`src/rtl/msp_pkg.sv`:
```
`timescale 1ns / 1ps

package msp_pkg;

    // Width of the signed product accumulator: three 8-bit gains times a
    // 16-bit signed operand plus a 16-bit duty base needs 26 bits.
    localparam int ACC_W = 28;

    localparam int CFG_IDX_W = 3;
    localparam int CFG_DATA_W = 32;
    localparam int IN_DATA_W = 56;
    localparam int OUT_DATA_W = 40;

    typedef enum logic [CFG_IDX_W-1:0] {
        CFG_GAIN_P        = 3'd0,
        CFG_GAIN_I        = 3'd1,
        CFG_GAIN_D        = 3'd2,
        CFG_PWM_LIMIT     = 3'd3,
        CFG_RPM_NUMERATOR = 3'd4
    } cfg_index_t;

    typedef enum logic [5:0] {
        ST_IDLE = 6'b000001,
        ST_PREP = 6'b000010,
        ST_DIV  = 6'b000100,
        ST_ERR  = 6'b001000,
        ST_MAC  = 6'b010000,
        ST_OUT  = 6'b100000
    } state_t;

    // Status returned by a serial arithmetic unit.
    typedef struct packed {
        logic busy;
        logic done;
    } unit_status_t;

    localparam logic [15:0] SPEED_MAX = 16'hFFFF;
    localparam logic [31:0] RPM_NUM_RESET = 32'd60000000;

    function automatic logic signed [15:0] sat16(input logic signed [17:0] v);
        logic signed [15:0] r;
        if (v > 18'sd32767)
        begin
            r = 16'sh7FFF;
        end
        else if (v < -18'sd32768)
        begin
            r = 16'sh8000;
        end
        else
        begin
            r = v[15:0];
        end
        return r;
    endfunction

endpackage

```
`src/rtl/msp_div.sv`:
```
`timescale 1ns / 1ps

// Restoring divider, one quotient bit per cycle.
module msp_div (
    input  logic                   clk,
    input  logic                   rst_n,
    input  logic                   start,
    input  logic [31:0]            num,
    input  logic [31:0]            den,
    output msp_pkg::unit_status_t  status,
    output logic [31:0]            quot
);

    logic [31:0] num_sr_reg;
    logic [31:0] rem_reg;
    logic [31:0] den_reg;
    logic [4:0]  cnt_reg;
    logic        busy_reg;
    logic        done_reg;

    logic [32:0] trial;
    logic [32:0] diff;
    logic        qbit;

    assign trial = {rem_reg, num_sr_reg[31]};
    assign diff  = trial - {1'b0, den_reg};
    assign qbit  = !diff[32];

    always_ff @(posedge clk or negedge rst_n)
    begin
        if (!rst_n)
        begin
            busy_reg <= 1'b0;
            done_reg <= 1'b0;
            cnt_reg  <= '0;
        end
        else
        begin
            done_reg <= 1'b0;
            if (start)
            begin
                busy_reg <= 1'b1;
                cnt_reg  <= '0;
            end
            else if (busy_reg)
            begin
                cnt_reg <= cnt_reg + 5'd1;
                if (cnt_reg == 5'd31)
                begin
                    busy_reg <= 1'b0;
                    done_reg <= 1'b1;
                end
            end
        end
    end

    always_ff @(posedge clk)
    begin
        if (start)
        begin
            num_sr_reg <= num;
            den_reg    <= den;
            rem_reg    <= '0;
        end
        else if (busy_reg)
        begin
            // The dividend shifts out at the top while quotient bits enter below.
            num_sr_reg <= {num_sr_reg[30:0], qbit};
            rem_reg    <= qbit ? diff[31:0] : trial[31:0];
        end
    end

    assign status.busy = busy_reg;
    assign status.done = done_reg;
    assign quot        = num_sr_reg;

endmodule

```
`src/rtl/msp_mac.sv`:
```
`timescale 1ns / 1ps

// Serial multiply-accumulate: base + g0*op0 + g1*op1 + g2*op2, one gain bit
// per cycle.
module msp_mac (
    input  logic                              clk,
    input  logic                              rst_n,
    input  logic                              start,
    input  logic signed [15:0]                op0,
    input  logic signed [15:0]                op1,
    input  logic signed [15:0]                op2,
    input  logic [7:0]                        g0,
    input  logic [7:0]                        g1,
    input  logic [7:0]                        g2,
    input  logic [15:0]                       base,
    output msp_pkg::unit_status_t             status,
    output logic [msp_pkg::ACC_W-1:0]         acc
);

    localparam int AW = msp_pkg::ACC_W;

    logic [23:0]          gain_sr_reg;
    logic [AW-1:0]        mcand_reg;
    logic [AW-1:0]        acc_reg;
    logic [15:0]          op1_reg;
    logic [15:0]          op2_reg;
    logic [2:0]           bit_reg;
    logic [1:0]           phase_reg;
    logic                 busy_reg;
    logic                 done_reg;

    logic [15:0]          next_op;

    assign next_op = (phase_reg == 2'd0) ? op1_reg : op2_reg;

    always_ff @(posedge clk or negedge rst_n)
    begin
        if (!rst_n)
        begin
            busy_reg  <= 1'b0;
            done_reg  <= 1'b0;
            bit_reg   <= '0;
            phase_reg <= '0;
        end
        else
        begin
            done_reg <= 1'b0;
            if (start)
            begin
                busy_reg  <= 1'b1;
                bit_reg   <= '0;
                phase_reg <= '0;
            end
            else if (busy_reg)
            begin
                bit_reg <= bit_reg + 3'd1;
                if (bit_reg == 3'd7)
                begin
                    phase_reg <= phase_reg + 2'd1;
                    if (phase_reg == 2'd2)
                    begin
                        busy_reg <= 1'b0;
                        done_reg <= 1'b1;
                    end
                end
            end
        end
    end

    always_ff @(posedge clk)
    begin
        if (start)
        begin
            gain_sr_reg <= {g2, g1, g0};
            mcand_reg   <= {{(AW-16){op0[15]}}, op0};
            acc_reg     <= {{(AW-16){1'b0}}, base};
            op1_reg     <= op1;
            op2_reg     <= op2;
        end
        else if (busy_reg)
        begin
            if (gain_sr_reg[0])
            begin
                acc_reg <= acc_reg + mcand_reg;
            end
            gain_sr_reg <= {1'b0, gain_sr_reg[23:1]};
            if (bit_reg == 3'd7)
            begin
                mcand_reg <= {{(AW-16){next_op[15]}}, next_op};
            end
            else
            begin
                mcand_reg <= {mcand_reg[AW-2:0], 1'b0};
            end
        end
    end

    assign status.busy = busy_reg;
    assign status.done = done_reg;
    assign acc         = acc_reg;

endmodule

```
`src/rtl/motor_speed_pid_with_encoder_rpm.sv`:
```
`timescale 1ns / 1ps

// Per-motor speed loop with encoder speed measurement and an incremental PID
// duty update. Each input transfer yields exactly one result transfer. An
// encoder edge item (s_tuser = 0) measures the motor's speed as rpm_numerator
// divided by the microseconds since that motor's previous edge, saturated to
// 65535 (also for a zero period), and records the edge time. A control item
// (s_tuser = 1) forms a saturating 16-bit error, integral and derivative,
// adds gain_p*e + gain_i*sum + gain_d*de to the stored duty, clamps it to
// 0..pwm_limit (0 for a zero target) and latches the direction. The result
// reports the motor's speed, duty and direction after the item. One item is
// in work at a time: an edge item's time is set by the bit-serial divider,
// a control item's by the serial multiply-accumulate that steps through the
// 24 gain bits. A zero-period edge or an item for a motor index at or above
// MOTORS goes from ST_PREP straight to ST_OUT. A new item is taken while the
// previous result still waits in the output register. Configuration writes
// are taken at any time but must only happen while no item is in work.
module motor_speed_pid_with_encoder_rpm #(
    parameter int MOTORS = 2
) (
    input  logic                               clk,
    input  logic                               rst_n,
    // Configuration write port.
    input  logic                               cfg_we,
    input  logic [msp_pkg::CFG_IDX_W-1:0]      cfg_index,
    input  logic [msp_pkg::CFG_DATA_W-1:0]     cfg_data,
    // Input stream.
    input  logic                               s_tvalid,
    output logic                               s_tready,
    // tdata: motor_sel[0], stamp_us[32:1], target_rpm[48:33], reverse[49], zero fill.
    input  logic [msp_pkg::IN_DATA_W-1:0]      s_tdata,
    // tuser: kind[0] (0 encoder edge, 1 control update).
    input  logic                               s_tuser,
    // Result stream.
    output logic                               m_tvalid,
    input  logic                               m_tready,
    // tdata: motor_out[0], speed_rpm[16:1], duty[32:17], dir_out[33], zero fill.
    output logic [msp_pkg::OUT_DATA_W-1:0]     m_tdata
);

    localparam int IDX_W = (MOTORS > 1) ? $clog2(MOTORS) : 1;
    localparam int AW    = msp_pkg::ACC_W;

    // Configuration registers.
    logic [7:0]  gain_p_reg;
    logic [7:0]  gain_i_reg;
    logic [7:0]  gain_d_reg;
    logic [15:0] pwm_limit_reg;
    logic [31:0] rpm_num_reg;

    // Per-motor state.
    logic [31:0]        last_edge_reg [MOTORS];
    logic [15:0]        speed_reg     [MOTORS];
    logic signed [15:0] err_sum_reg   [MOTORS];
    logic signed [15:0] prior_err_reg [MOTORS];
    logic [15:0]        duty_reg      [MOTORS];
    logic               dir_reg       [MOTORS];

    // The item in work.
    logic        kind_reg;
    logic        sel_reg;
    logic [31:0] stamp_reg;
    logic [15:0] target_reg;
    logic        rev_reg;
    logic signed [15:0] err_reg;

    msp_pkg::state_t state_reg;
    msp_pkg::state_t state_next;

    logic                          m_tvalid_reg;
    logic                          m_tvalid_next;
    logic [msp_pkg::OUT_DATA_W-1:0] m_tdata_reg;

    logic [IDX_W-1:0] idx;
    logic             in_range;
    logic [31:0]      period;
    logic             accept;
    logic             out_load;

    logic signed [17:0] err_wide;
    logic signed [17:0] sum_wide;
    logic signed [17:0] der_wide;
    logic signed [15:0] sum_new;
    logic signed [15:0] der_new;

    msp_pkg::unit_status_t div_status;
    msp_pkg::unit_status_t mac_status;
    logic [31:0]           quot;
    logic [AW-1:0]         acc;
    logic                  div_start;
    logic                  mac_start;
    logic [15:0]           speed_sat;
    logic [15:0]           duty_new;

    assign idx      = IDX_W'(sel_reg);
    assign in_range = 32'(sel_reg) < 32'(MOTORS);
    assign period   = stamp_reg - last_edge_reg[idx];

    assign accept   = s_tvalid && s_tready;
    assign s_tready = (state_reg == msp_pkg::ST_IDLE);
    assign out_load = (state_reg == msp_pkg::ST_OUT) && (!m_tvalid_reg || m_tready);

    // Error terms, all saturated to the signed 16-bit range.
    assign err_wide = $signed({2'b00, target_reg}) - $signed({2'b00, speed_reg[idx]});
    assign sum_wide = $signed({{2{err_sum_reg[idx][15]}}, err_sum_reg[idx]})
                    + $signed({{2{err_reg[15]}}, err_reg});
    assign der_wide = $signed({{2{err_reg[15]}}, err_reg})
                    - $signed({{2{prior_err_reg[idx][15]}}, prior_err_reg[idx]});
    assign sum_new  = msp_pkg::sat16(sum_wide);
    assign der_new  = msp_pkg::sat16(der_wide);

    assign div_start = (state_reg == msp_pkg::ST_PREP) && !kind_reg && in_range
                     && (period != 32'd0);
    assign mac_start = (state_reg == msp_pkg::ST_ERR);

    msp_div u_div (
        .clk    (clk),
        .rst_n  (rst_n),
        .start  (div_start),
        .num    (rpm_num_reg),
        .den    (period),
        .status (div_status),
        .quot   (quot)
    );

    msp_mac u_mac (
        .clk    (clk),
        .rst_n  (rst_n),
        .start  (mac_start),
        .op0    (err_reg),
        .op1    (sum_new),
        .op2    (der_new),
        .g0     (gain_p_reg),
        .g1     (gain_i_reg),
        .g2     (gain_d_reg),
        .base   (duty_reg[idx]),
        .status (mac_status),
        .acc    (acc)
    );

    assign speed_sat = (quot[31:16] != 16'd0) ? msp_pkg::SPEED_MAX : quot[15:0];

    // Clamp of the new duty: negative or a zero target to zero, above the limit to the limit.
    always_comb
    begin
        if ((target_reg == 16'd0) || acc[AW-1])
        begin
            duty_new = 16'd0;
        end
        else if (acc[AW-2:0] > {{(AW-17){1'b0}}, pwm_limit_reg})
        begin
            duty_new = pwm_limit_reg;
        end
        else
        begin
            duty_new = acc[15:0];
        end
    end

    // Sequencer.
    always_comb
    begin
        state_next = state_reg;
        case (state_reg)
            msp_pkg::ST_IDLE:
            begin
                if (accept)
                begin
                    state_next = msp_pkg::ST_PREP;
                end
            end
            msp_pkg::ST_PREP:
            begin
                if (!in_range)
                begin
                    state_next = msp_pkg::ST_OUT;
                end
                else if (kind_reg)
                begin
                    state_next = msp_pkg::ST_ERR;
                end
                else if (period == 32'd0)
                begin
                    state_next = msp_pkg::ST_OUT;
                end
                else
                begin
                    state_next = msp_pkg::ST_DIV;
                end
            end
            msp_pkg::ST_DIV:
            begin
                if (div_status.done)
                begin
                    state_next = msp_pkg::ST_OUT;
                end
            end
            msp_pkg::ST_ERR:
            begin
                state_next = msp_pkg::ST_MAC;
            end
            msp_pkg::ST_MAC:
            begin
                if (mac_status.done)
                begin
                    state_next = msp_pkg::ST_OUT;
                end
            end
            msp_pkg::ST_OUT:
            begin
                if (out_load)
                begin
                    state_next = msp_pkg::ST_IDLE;
                end
            end
            default:
            begin
                state_next = msp_pkg::ST_IDLE;
            end
        endcase
    end

    always_comb
    begin
        m_tvalid_next = m_tvalid_reg;
        if (out_load)
        begin
            m_tvalid_next = 1'b1;
        end
        else if (m_tready)
        begin
            m_tvalid_next = 1'b0;
        end
    end

    always_ff @(posedge clk or negedge rst_n)
    begin
        if (!rst_n)
        begin
            state_reg    <= msp_pkg::ST_IDLE;
            m_tvalid_reg <= 1'b0;
        end
        else
        begin
            state_reg    <= state_next;
            m_tvalid_reg <= m_tvalid_next;
        end
    end

    // Configuration registers.
    always_ff @(posedge clk or negedge rst_n)
    begin
        if (!rst_n)
        begin
            gain_p_reg    <= 8'd1;
            gain_i_reg    <= 8'd1;
            gain_d_reg    <= 8'd1;
            pwm_limit_reg <= 16'hFFFF;
            rpm_num_reg   <= msp_pkg::RPM_NUM_RESET;
        end
        else if (cfg_we)
        begin
            case (cfg_index)
                msp_pkg::CFG_GAIN_P:        gain_p_reg    <= cfg_data[7:0];
                msp_pkg::CFG_GAIN_I:        gain_i_reg    <= cfg_data[7:0];
                msp_pkg::CFG_GAIN_D:        gain_d_reg    <= cfg_data[7:0];
                msp_pkg::CFG_PWM_LIMIT:     pwm_limit_reg <= cfg_data[15:0];
                msp_pkg::CFG_RPM_NUMERATOR: rpm_num_reg   <= cfg_data;
                default:                    ;
            endcase
        end
    end

    // Item capture and the per-item error register.
    always_ff @(posedge clk)
    begin
        if (accept)
        begin
            kind_reg   <= s_tuser;
            sel_reg    <= s_tdata[0];
            stamp_reg  <= s_tdata[32:1];
            target_reg <= s_tdata[48:33];
            rev_reg    <= s_tdata[49];
        end
        if (state_reg == msp_pkg::ST_PREP)
        begin
            err_reg <= msp_pkg::sat16(err_wide);
        end
    end

    // Per-motor state updates.
    always_ff @(posedge clk or negedge rst_n)
    begin
        if (!rst_n)
        begin
            for (int m = 0; m < MOTORS; m++)
            begin
                last_edge_reg[m] <= '0;
                speed_reg[m]     <= '0;
                err_sum_reg[m]   <= '0;
                prior_err_reg[m] <= '0;
                duty_reg[m]      <= '0;
                dir_reg[m]       <= 1'b0;
            end
        end
        else
        begin
            if ((state_reg == msp_pkg::ST_PREP) && in_range && !kind_reg
                && (period == 32'd0))
            begin
                // An edge whose stamp equals the motor's stored edge time reads as the top speed.
                speed_reg[idx]     <= msp_pkg::SPEED_MAX;
                last_edge_reg[idx] <= stamp_reg;
            end
            if ((state_reg == msp_pkg::ST_DIV) && div_status.done)
            begin
                speed_reg[idx]     <= speed_sat;
                last_edge_reg[idx] <= stamp_reg;
            end
            if (state_reg == msp_pkg::ST_ERR)
            begin
                err_sum_reg[idx]   <= sum_new;
                prior_err_reg[idx] <= err_reg;
            end
            if ((state_reg == msp_pkg::ST_MAC) && mac_status.done)
            begin
                duty_reg[idx] <= duty_new;
                dir_reg[idx]  <= rev_reg;
            end
        end
    end

    // Result register; an item for an absent motor reports zeros.
    always_ff @(posedge clk)
    begin
        if (out_load)
        begin
            if (in_range)
            begin
                m_tdata_reg <= {6'd0, dir_reg[idx], duty_reg[idx], speed_reg[idx], sel_reg};
            end
            else
            begin
                m_tdata_reg <= {6'd0, 1'b0, 16'd0, 16'd0, sel_reg};
            end
        end
    end

    assign m_tvalid = m_tvalid_reg;
    assign m_tdata  = m_tdata_reg;

endmodule
```
`config.mk`:
```
export PLATFORM = sky130hd
export DESIGN_NAME = motor_speed_pid_with_encoder_rpm
export DESIGN_NICKNAME = d
export VERILOG_FILES = /design/src/rtl/msp_pkg.sv /design/src/rtl/msp_div.sv /design/src/rtl/msp_mac.sv /design/src/rtl/motor_speed_pid_with_encoder_rpm.sv
export SDC_FILE = /design/constraint.sdc
export NUM_CORES = 1
export LEC_CHECK = 0
export BUFFER_PORTS_ARGS = -buffer_cell sky130_fd_sc_hd__clkbuf_2
export CORE_MARGIN = 2
export CORE_UTILIZATION = 60
export CTS_BUF_LIST = sky130_fd_sc_hd__clkbuf_4
export DETAILED_ROUTE_END_ITERATION = 7
export PLACE_DENSITY = 0.78
export SYNTH_ARGS = -nofsm -noshare
export SYNTH_HDL_FRONTEND = slang
export SYNTH_HIERARCHICAL = 1
export SYNTH_SLANG_ARGS = --single-unit
```
`constraint.sdc`:
```
create_clock -name clk -period 12.4 [get_ports clk]
set_input_delay 0.62 -clock clk [delete_from_list [all_inputs] [get_ports clk]]
set_output_delay 0.62 -clock clk [all_outputs]
set_load 0.1 [all_outputs]
```
### Word-level counts from Yosys, hierarchy flattened

Index checks and enable logic that the tools add are counted.

* register bits after elaboration: 596
* input port bits: 97
* output and inout port bits: 42
* word-level logic and storage cells: 196

* $add $sub $neg: 9
* order comparisons: 9
* eq/ne operators: 17
* multiplexer cells: 84
* bitwise operators: 2
* reductions and logical operators: 33

Operators by type and width (number)
* 16-bit 2-to-1 mux: 24
* 32-bit 2-to-1 mux: 9
* 32-bit bitwise mux: 4
* 64-bit bitwise mux: 2
* 64-bit 2-to-1 mux: 2
* 28-bit 2-to-1 mux: 3
* 17-bit by 16-bit greater-than comparator with 1-bit output (second input constant): 3
* 17-bit by 16-bit less-than comparator with 1-bit output (second input constant): 3
* 24-bit 2-to-1 mux: 2
* 6-bit 2-to-1 mux: 6
* 6-bit case mux with 6 select lines: 1
* 16-bit by 16-bit subtractor with 17-bit output: 2
* 33-bit by 32-bit subtractor with 33-bit output: 1
* 32-bit demux with 1-bit select: 1
* 32-bit logical NOT: 1
* 32-bit bitwise OR: 1
* 32-bit nonzero test: 1
* 32-bit subtractor: 1
* 28-bit adder: 1
* 27-bit by 16-bit greater-than comparator with 1-bit output: 1
* 1-bit 2-to-1 mux: 20
* 16-bit by 16-bit adder with 17-bit output: 1
* 16-bit demux with 1-bit select: 1
* 16-bit logical NOT: 1
* other kinds (33): 62

### Logic depth before layout (Yosys ltp)

* depth in word-level cells: 10
* gate-level depth with buffers: 22
* mapped depth without buffers: 16

### Hierarchy

Netlist, hierarchy kept.

Modules (own cells, without submodules)
* motor_speed_pid_with_encoder_rpm: times used 1, cells an instance 2069, area each 21087.7 µm², sequential area each 9902.0 µm²
* msp_mac: times used 1, cells an instance 527, area each 6197.2 µm², sequential area each 3418.3 µm²
* msp_div: times used 1, cells an instance 568, area each 5982.0 µm², sequential area each 2737.6 µm²

### Least setup slack after synthesis

No wires, ideal clock.

* path type: reg-to-reg
* start: register sel_reg, in the netlist idx
* end: register u_div.num_sr_reg[0], in the netlist u_div/quot[0], enable pin
* library setup time: 389 ps
* arrival time: 7121 ps
* data required time: 12011 ps
* setup slack: 4889 ps
* stages on the path, launching flop included: 21
* path buffers: 7
* clock period less this slack: 7511 ps
* path through: edfxtp_1 -> clkbuf_1 -> clkbuf_1 -> clkbuf_1 -> buf_1 -> mux2i_1 -> ha_1 -> buf_2 -> and3_1 -> a221o_1 -> a221o_1 -> o21a_1 -> o311ai_0 -> a21oi_1 -> o32ai_1 -> nor4_4 -> buf_2 -> a21oi_1 -> clkbuf_1 -> inv_1 -> nand2_1

* word-level cells in the longest chain between the ends: 8

Ends and longest elaborated chain
* from (decl): line motor_speed_pid_with_encoder_rpm.sv:61 `logic sel_reg;`
* from (signal assigned): line motor_speed_pid_with_encoder_rpm.sv:280 `sel_reg <= s_tdata[0];`
* 1-bit NOT with 2-bit output (implied by the code): line motor_speed_pid_with_encoder_rpm.sv:97 `assign period = stamp_reg - last_edge_reg[idx];`
* 32-bit 2-to-1 mux (implied by the code) (3 in a row): line motor_speed_pid_with_encoder_rpm.sv:97
* 32-bit subtractor: line motor_speed_pid_with_encoder_rpm.sv:97
* 32-bit nonzero test: line motor_speed_pid_with_encoder_rpm.sv:113 `&& (period != 32'd0);`
* 1-bit logical AND: line motor_speed_pid_with_encoder_rpm.sv:113
* via div_start: line motor_speed_pid_with_encoder_rpm.sv:90 `logic div_start;`
* 2-bit nonzero test (no source line)
* to (signal assigned): line msp_div.sv:61 `num_sr_reg <= num;`
* to (signal assigned): line msp_div.sv:68 `num_sr_reg <= {num_sr_reg[30:0], qbit};`
* to (decl): line msp_div.sv:14 `logic [31:0] num_sr_reg;`

The timed path passes the listed nets, and every way through them passes these cells. The select of a mux whose other input is x is not followed.
A chain may end at the register's enable or synchronous reset.

### Worst setup path after layout

* start: register sel_reg, in the netlist idx
* end: register u_div.num_sr_reg[18], in the netlist u_div/quot[18], enable pin

* word-level cells in the longest chain between the ends: 8

Ends and longest elaborated chain
* 1-bit NOT with 2-bit output (implied by the code): line motor_speed_pid_with_encoder_rpm.sv:97
* 32-bit 2-to-1 mux (implied by the code) (3 in a row): line motor_speed_pid_with_encoder_rpm.sv:97
* 32-bit subtractor: line motor_speed_pid_with_encoder_rpm.sv:97
* via period[29]: line motor_speed_pid_with_encoder_rpm.sv:76 `logic [31:0] period;`
* 32-bit nonzero test: line motor_speed_pid_with_encoder_rpm.sv:113
* 1-bit logical AND: line motor_speed_pid_with_encoder_rpm.sv:113
* via div_start: line motor_speed_pid_with_encoder_rpm.sv:90
* 2-bit nonzero test (no source line)

The timed path passes the listed nets, and every way through them passes these cells. The select of a mux whose other input is x is not followed.

==> metrics.txt <==
# TYPE chip_impl_metric gauge
chip_impl_metric{name="timing.final.setup_violations",unit=""} 0
chip_impl_metric{name="timing.critical_path.required",unit="ns"} 13.04
chip_impl_metric{name="vias",unit=""} 26210
chip_impl_metric{name="wire_length_of_the_first_global_routing_pass",unit="mm"} 134.3
chip_impl_metric{name="number_of_global_route_vias_before_repair",unit=""} 26190
chip_impl_metric{name="slowest_delay",unit="ns"} 1.03
chip_impl_metric{name="syn_inst",unit=""} 3162
chip_impl_metric{name="drv_slew",unit=""} 0
chip_impl_info{name="crit_path_frequent_cell",value="sky130_fd_sc_hd__buf_4"} 1
chip_impl_metric{name="max-slew-margin-rel",unit="%"} 11.42
chip_impl_info{name="criticalPathCategory",value="register to register"} 1
chip_impl_metric{name="finalWeightedCongestion",unit=""} 0.9578
chip_impl_metric{name="hold_violations",unit=""} 0
chip_impl_metric{name="buffer_ports.inserted",unit=""} 126
chip_impl_metric{name="vias_per_cell",unit=""} 6.119
chip_impl_metric{name="cts-root-to-sink-buffers",unit=""} 3
chip_impl_metric{name="design.portCount",unit=""} 139
chip_impl_metric{name="post-route-min-period",unit="ns"} 7.071
chip_impl_metric{name="final.period_utilization",unit="%"} 57.02
chip_impl_metric{name="postCtsSetupRepairBufs",unit=""} 0
chip_impl_metric{name="number_of_antenna_violations_at_the_first_check_in_global_routing",unit=""} 4
chip_impl_metric{name="achievable-frequency",unit="MHz"} 141.4
chip_impl_metric{name="path_clk_slew",unit="ns"} 0.07
chip_impl_metric{name="final.setup_skew",unit="ns"} 0.08261
chip_impl_metric{name="placeableCoreArea",unit="sq mm"} 0.05499
chip_impl_info{name="path_cells",value="buf_4 > mux2i_1 > ha_1 > and2_1 > a221oi_1 > a21oi_1 > o31ai_2 > a21oi_1 > or4b_1 > o311ai_0 > nor4_4 > buf_4 > a21oi_4 > buf_4 > inv_1 > nand2_1 > buf_4"} 1
chip_impl_metric{name="clkSinkCount",unit=""} 596
chip_impl_metric{name="place_hpwl",unit="mm"} 55.12
chip_impl_metric{name="clkLatencyLatePin",unit="ns"} 1.04
chip_impl_metric{name="drcViolationCount",unit=""} 0
chip_impl_metric{name="mapped_cell_area",unit="sq mm"} 0.03325
chip_impl_info{name="worst_r2r_startpoint",value="idx"} 1
chip_impl_metric{name="finish.net_count",unit=""} 3660
chip_impl_metric{name="die_height",unit="um"} 239.4
chip_impl_metric{name="final-seq-area",unit="sq mm"} 0.01606
chip_impl_info{name="status",value="finished clean"} 1
chip_impl_metric{name="start_util",unit="%"} 60.47
chip_impl_metric{name="dieArea",unit="sq mm"} 0.05732
chip_impl_info{name="hold_path.class",value="primary input to register"} 1
chip_impl_metric{name="filler_cell_count",unit=""} 4011
chip_impl_metric{name="globalRouteOverflowTotal",unit=""} 0
chip_impl_info{name="endpoint_kind",value="register"} 1
chip_impl_metric{name="post-place-cells",unit=""} 3896
chip_impl_info{name="crit_family",value="buffers and inverters"} 1
chip_impl_metric{name="critical_path_arrival",unit="ns"} 7.71
chip_impl_info{name="worstSetupStartpoint",value="idx"} 1
chip_impl_metric{name="power-per-cell-area",unit="mW/mm^2"} 230.6
chip_impl_metric{name="area_of_the_multi_input_gates",unit="sq mm"} 0.01607
chip_impl_metric{name="number_of_cell_rows",unit=""} 86
chip_impl_metric{name="setup-tns-final",unit="ns"} 0
chip_impl_metric{name="drive_above_1_share",unit="%"} 21.56
chip_impl_metric{name="power_leakage",unit="nW"} 15.76
chip_impl_metric{name="tightest_pin_transition",unit="ns"} 1.326
chip_impl_metric{name="yosys_warnings",unit=""} 6
chip_impl_metric{name="timing.max_cap.violations",unit=""} 0
chip_impl_metric{name="detail_route.first_pass.iterations",unit=""} 7
chip_impl_metric{name="die_w",unit="um"} 239.4
chip_impl_metric{name="finish.utilization",unit="%"} 68.05
chip_impl_metric{name="cts_made_buffers",unit=""} 158
chip_impl_metric{name="drt_iter0_drc",unit=""} 2067
chip_impl_metric{name="wirelength",unit="mm"} 83.72
chip_impl_metric{name="vdd.ir_drop.worst",unit="mV"} 0.1500
chip_impl_metric{name="areaGrowthSynthToFinish",unit="%"} 12.53
chip_impl_metric{name="largest_net_degree_at_the_start_of_global_routing",unit=""} 178
chip_impl_metric{name="route.detailed.wl_per_inst",unit="um"} 19.55
chip_impl_metric{name="post_synth.cell_area_avg",unit="sq um"} 10.52
chip_impl_metric{name="finalNonFillerCells",unit=""} 4283
chip_impl_metric{name="ant_nets",unit=""} 0
chip_impl_metric{name="layout.cell_area.non_filler",unit="sq mm"} 0.03742
chip_impl_info{name="grt_setup_unrepaired",value="no"} 1
chip_impl_info{name="hold_path_startpoint",value="cfg_index[2]"} 1
chip_impl_metric{name="total_grt_usage",unit="%"} 29.58
chip_impl_metric{name="placed_cell_area",unit="sq mm"} 0.03439
chip_impl_info{name="clock-root-buffer",value="sky130_fd_sc_hd__clkbuf_4"} 1
chip_impl_info{name="critical_path_s_slowest_cell",value="sky130_fd_sc_hd__edfxtp_1"} 1
chip_impl_info{name="critical_path.startpoint_type",value="register"} 1
chip_impl_metric{name="worst_hold_slack",unit="ns"} 0.1240
chip_impl_metric{name="cts.htree.levels",unit=""} 4
chip_impl_metric{name="cp.buffers_inverters",unit=""} 5
chip_impl_metric{name="holdBufCountCts",unit=""} 86
chip_impl_metric{name="crit_path_max_fanout",unit=""} 73
chip_impl_info{name="cts_tree",value="yes"} 1
chip_impl_metric{name="post_cts.resized_instances",unit=""} 0
## layout make-up
class	instances	share of cell area [%]
antenna	5	0.03344
multi-input combinational	2280	42.95
timing repair buffer	241	4.661
inverter	117	1.174
clock inverter	41	0.6487
sequential	596	42.92
tap	748	2.501
clock buffer	255	5.116
## per-layer routing
metal  global-route usage [%]  wire, um  up-vias
met5                        0         0        -
li1                         -         -    12160
met2                    48.35     40410     1071
met3                    5.958      5905      236
met1                    37.98     34460    12750
met4                    13.79      2953        0
## worst paths after layout
path / endpoint / slack [ns] / cells after the start
setup / recovery: u_div/quot[18] / 5.33 / 17
hold / removal: gain_p_reg[5] / 0.12 / 3
setup reg to reg: u_div/quot[18] / 5.33 / 17
hold reg to reg: duty_reg[2] / 0.47 / 2
max in group asynchronous: duty_reg[18] / 10.59 / 3
min in group asynchronous: duty_reg[8] / 0.30 / 2
## power by group
| group | internal, mW | switching, mW |
|---|---|---|
| sequential | 2.75 | 0.375 |
| clock | 0.962 | 0.863 |
| combinational | 1.53 | 2.15 |
## through the flow
stage	setup slack, ns	power, mW
floorplan	4.889	5.885
global placement	5.496	6.552
detailed placement	5.427	6.718
CTS	5.421	8.597
global route	4.844	9.193
finish	5.329	8.628
## worst register-to-register path, stage by stage, from the launching register on
cell	delay [ns]
sky130_fd_sc_hd__edfxtp_1	1.03
sky130_fd_sc_hd__buf_4	0.79
sky130_fd_sc_hd__mux2i_1	0.30
sky130_fd_sc_hd__ha_1	0.30
sky130_fd_sc_hd__and2_1	0.22
sky130_fd_sc_hd__a221oi_1	0.34
sky130_fd_sc_hd__a21oi_1	0.20
sky130_fd_sc_hd__o31ai_2	0.65
sky130_fd_sc_hd__a21oi_1	0.27
sky130_fd_sc_hd__or4b_1	0.52
sky130_fd_sc_hd__o311ai_0	0.25
sky130_fd_sc_hd__nor4_4	0.11
sky130_fd_sc_hd__buf_4	0.28
sky130_fd_sc_hd__a21oi_4	0.18
sky130_fd_sc_hd__buf_4	0.42
sky130_fd_sc_hd__inv_1	0.28
sky130_fd_sc_hd__nand2_1	0.16
sky130_fd_sc_hd__buf_4	0.41
## cells in the final DEF, fill, tap and decap left out, types with 11 or more instances in the layout
cell                            instances
sky130_fd_sc_hd__a211oi_1              15
sky130_fd_sc_hd__a21o_1                68
sky130_fd_sc_hd__a21oi_1              178
sky130_fd_sc_hd__a311oi_2              19
sky130_fd_sc_hd__a31oi_1               86
sky130_fd_sc_hd__and2_1                21
sky130_fd_sc_hd__and3_1                21
sky130_fd_sc_hd__buf_4                 27
sky130_fd_sc_hd__clkbuf_2             125
sky130_fd_sc_hd__clkbuf_4             255
sky130_fd_sc_hd__clkinv_1              21
sky130_fd_sc_hd__dfrtp_1              256
sky130_fd_sc_hd__dfstp_2               30
sky130_fd_sc_hd__dfxtp_1               44
sky130_fd_sc_hd__dlygate4sd3_1         86
sky130_fd_sc_hd__edfxtp_1             265
sky130_fd_sc_hd__ha_1                 163
sky130_fd_sc_hd__inv_1                117
sky130_fd_sc_hd__mux2_2               218
sky130_fd_sc_hd__mux2i_1              100
sky130_fd_sc_hd__nand2_1              320
sky130_fd_sc_hd__nand2b_1              40
sky130_fd_sc_hd__nand3_1               34
sky130_fd_sc_hd__nand4_1               20
sky130_fd_sc_hd__nor2_1               263
sky130_fd_sc_hd__nor2b_1               19
sky130_fd_sc_hd__nor3_1                47
sky130_fd_sc_hd__nor3b_1               29
sky130_fd_sc_hd__nor4_1                16
sky130_fd_sc_hd__o21a_1                21
sky130_fd_sc_hd__o21ai_0              185
sky130_fd_sc_hd__o21ai_1               11
sky130_fd_sc_hd__o21bai_1              18
sky130_fd_sc_hd__o31ai_1               48
sky130_fd_sc_hd__o32ai_1               20
sky130_fd_sc_hd__or2_2                 11
sky130_fd_sc_hd__xnor2_1               58
sky130_fd_sc_hd__xor2_1                46
(Power assumes the default switching activity.)
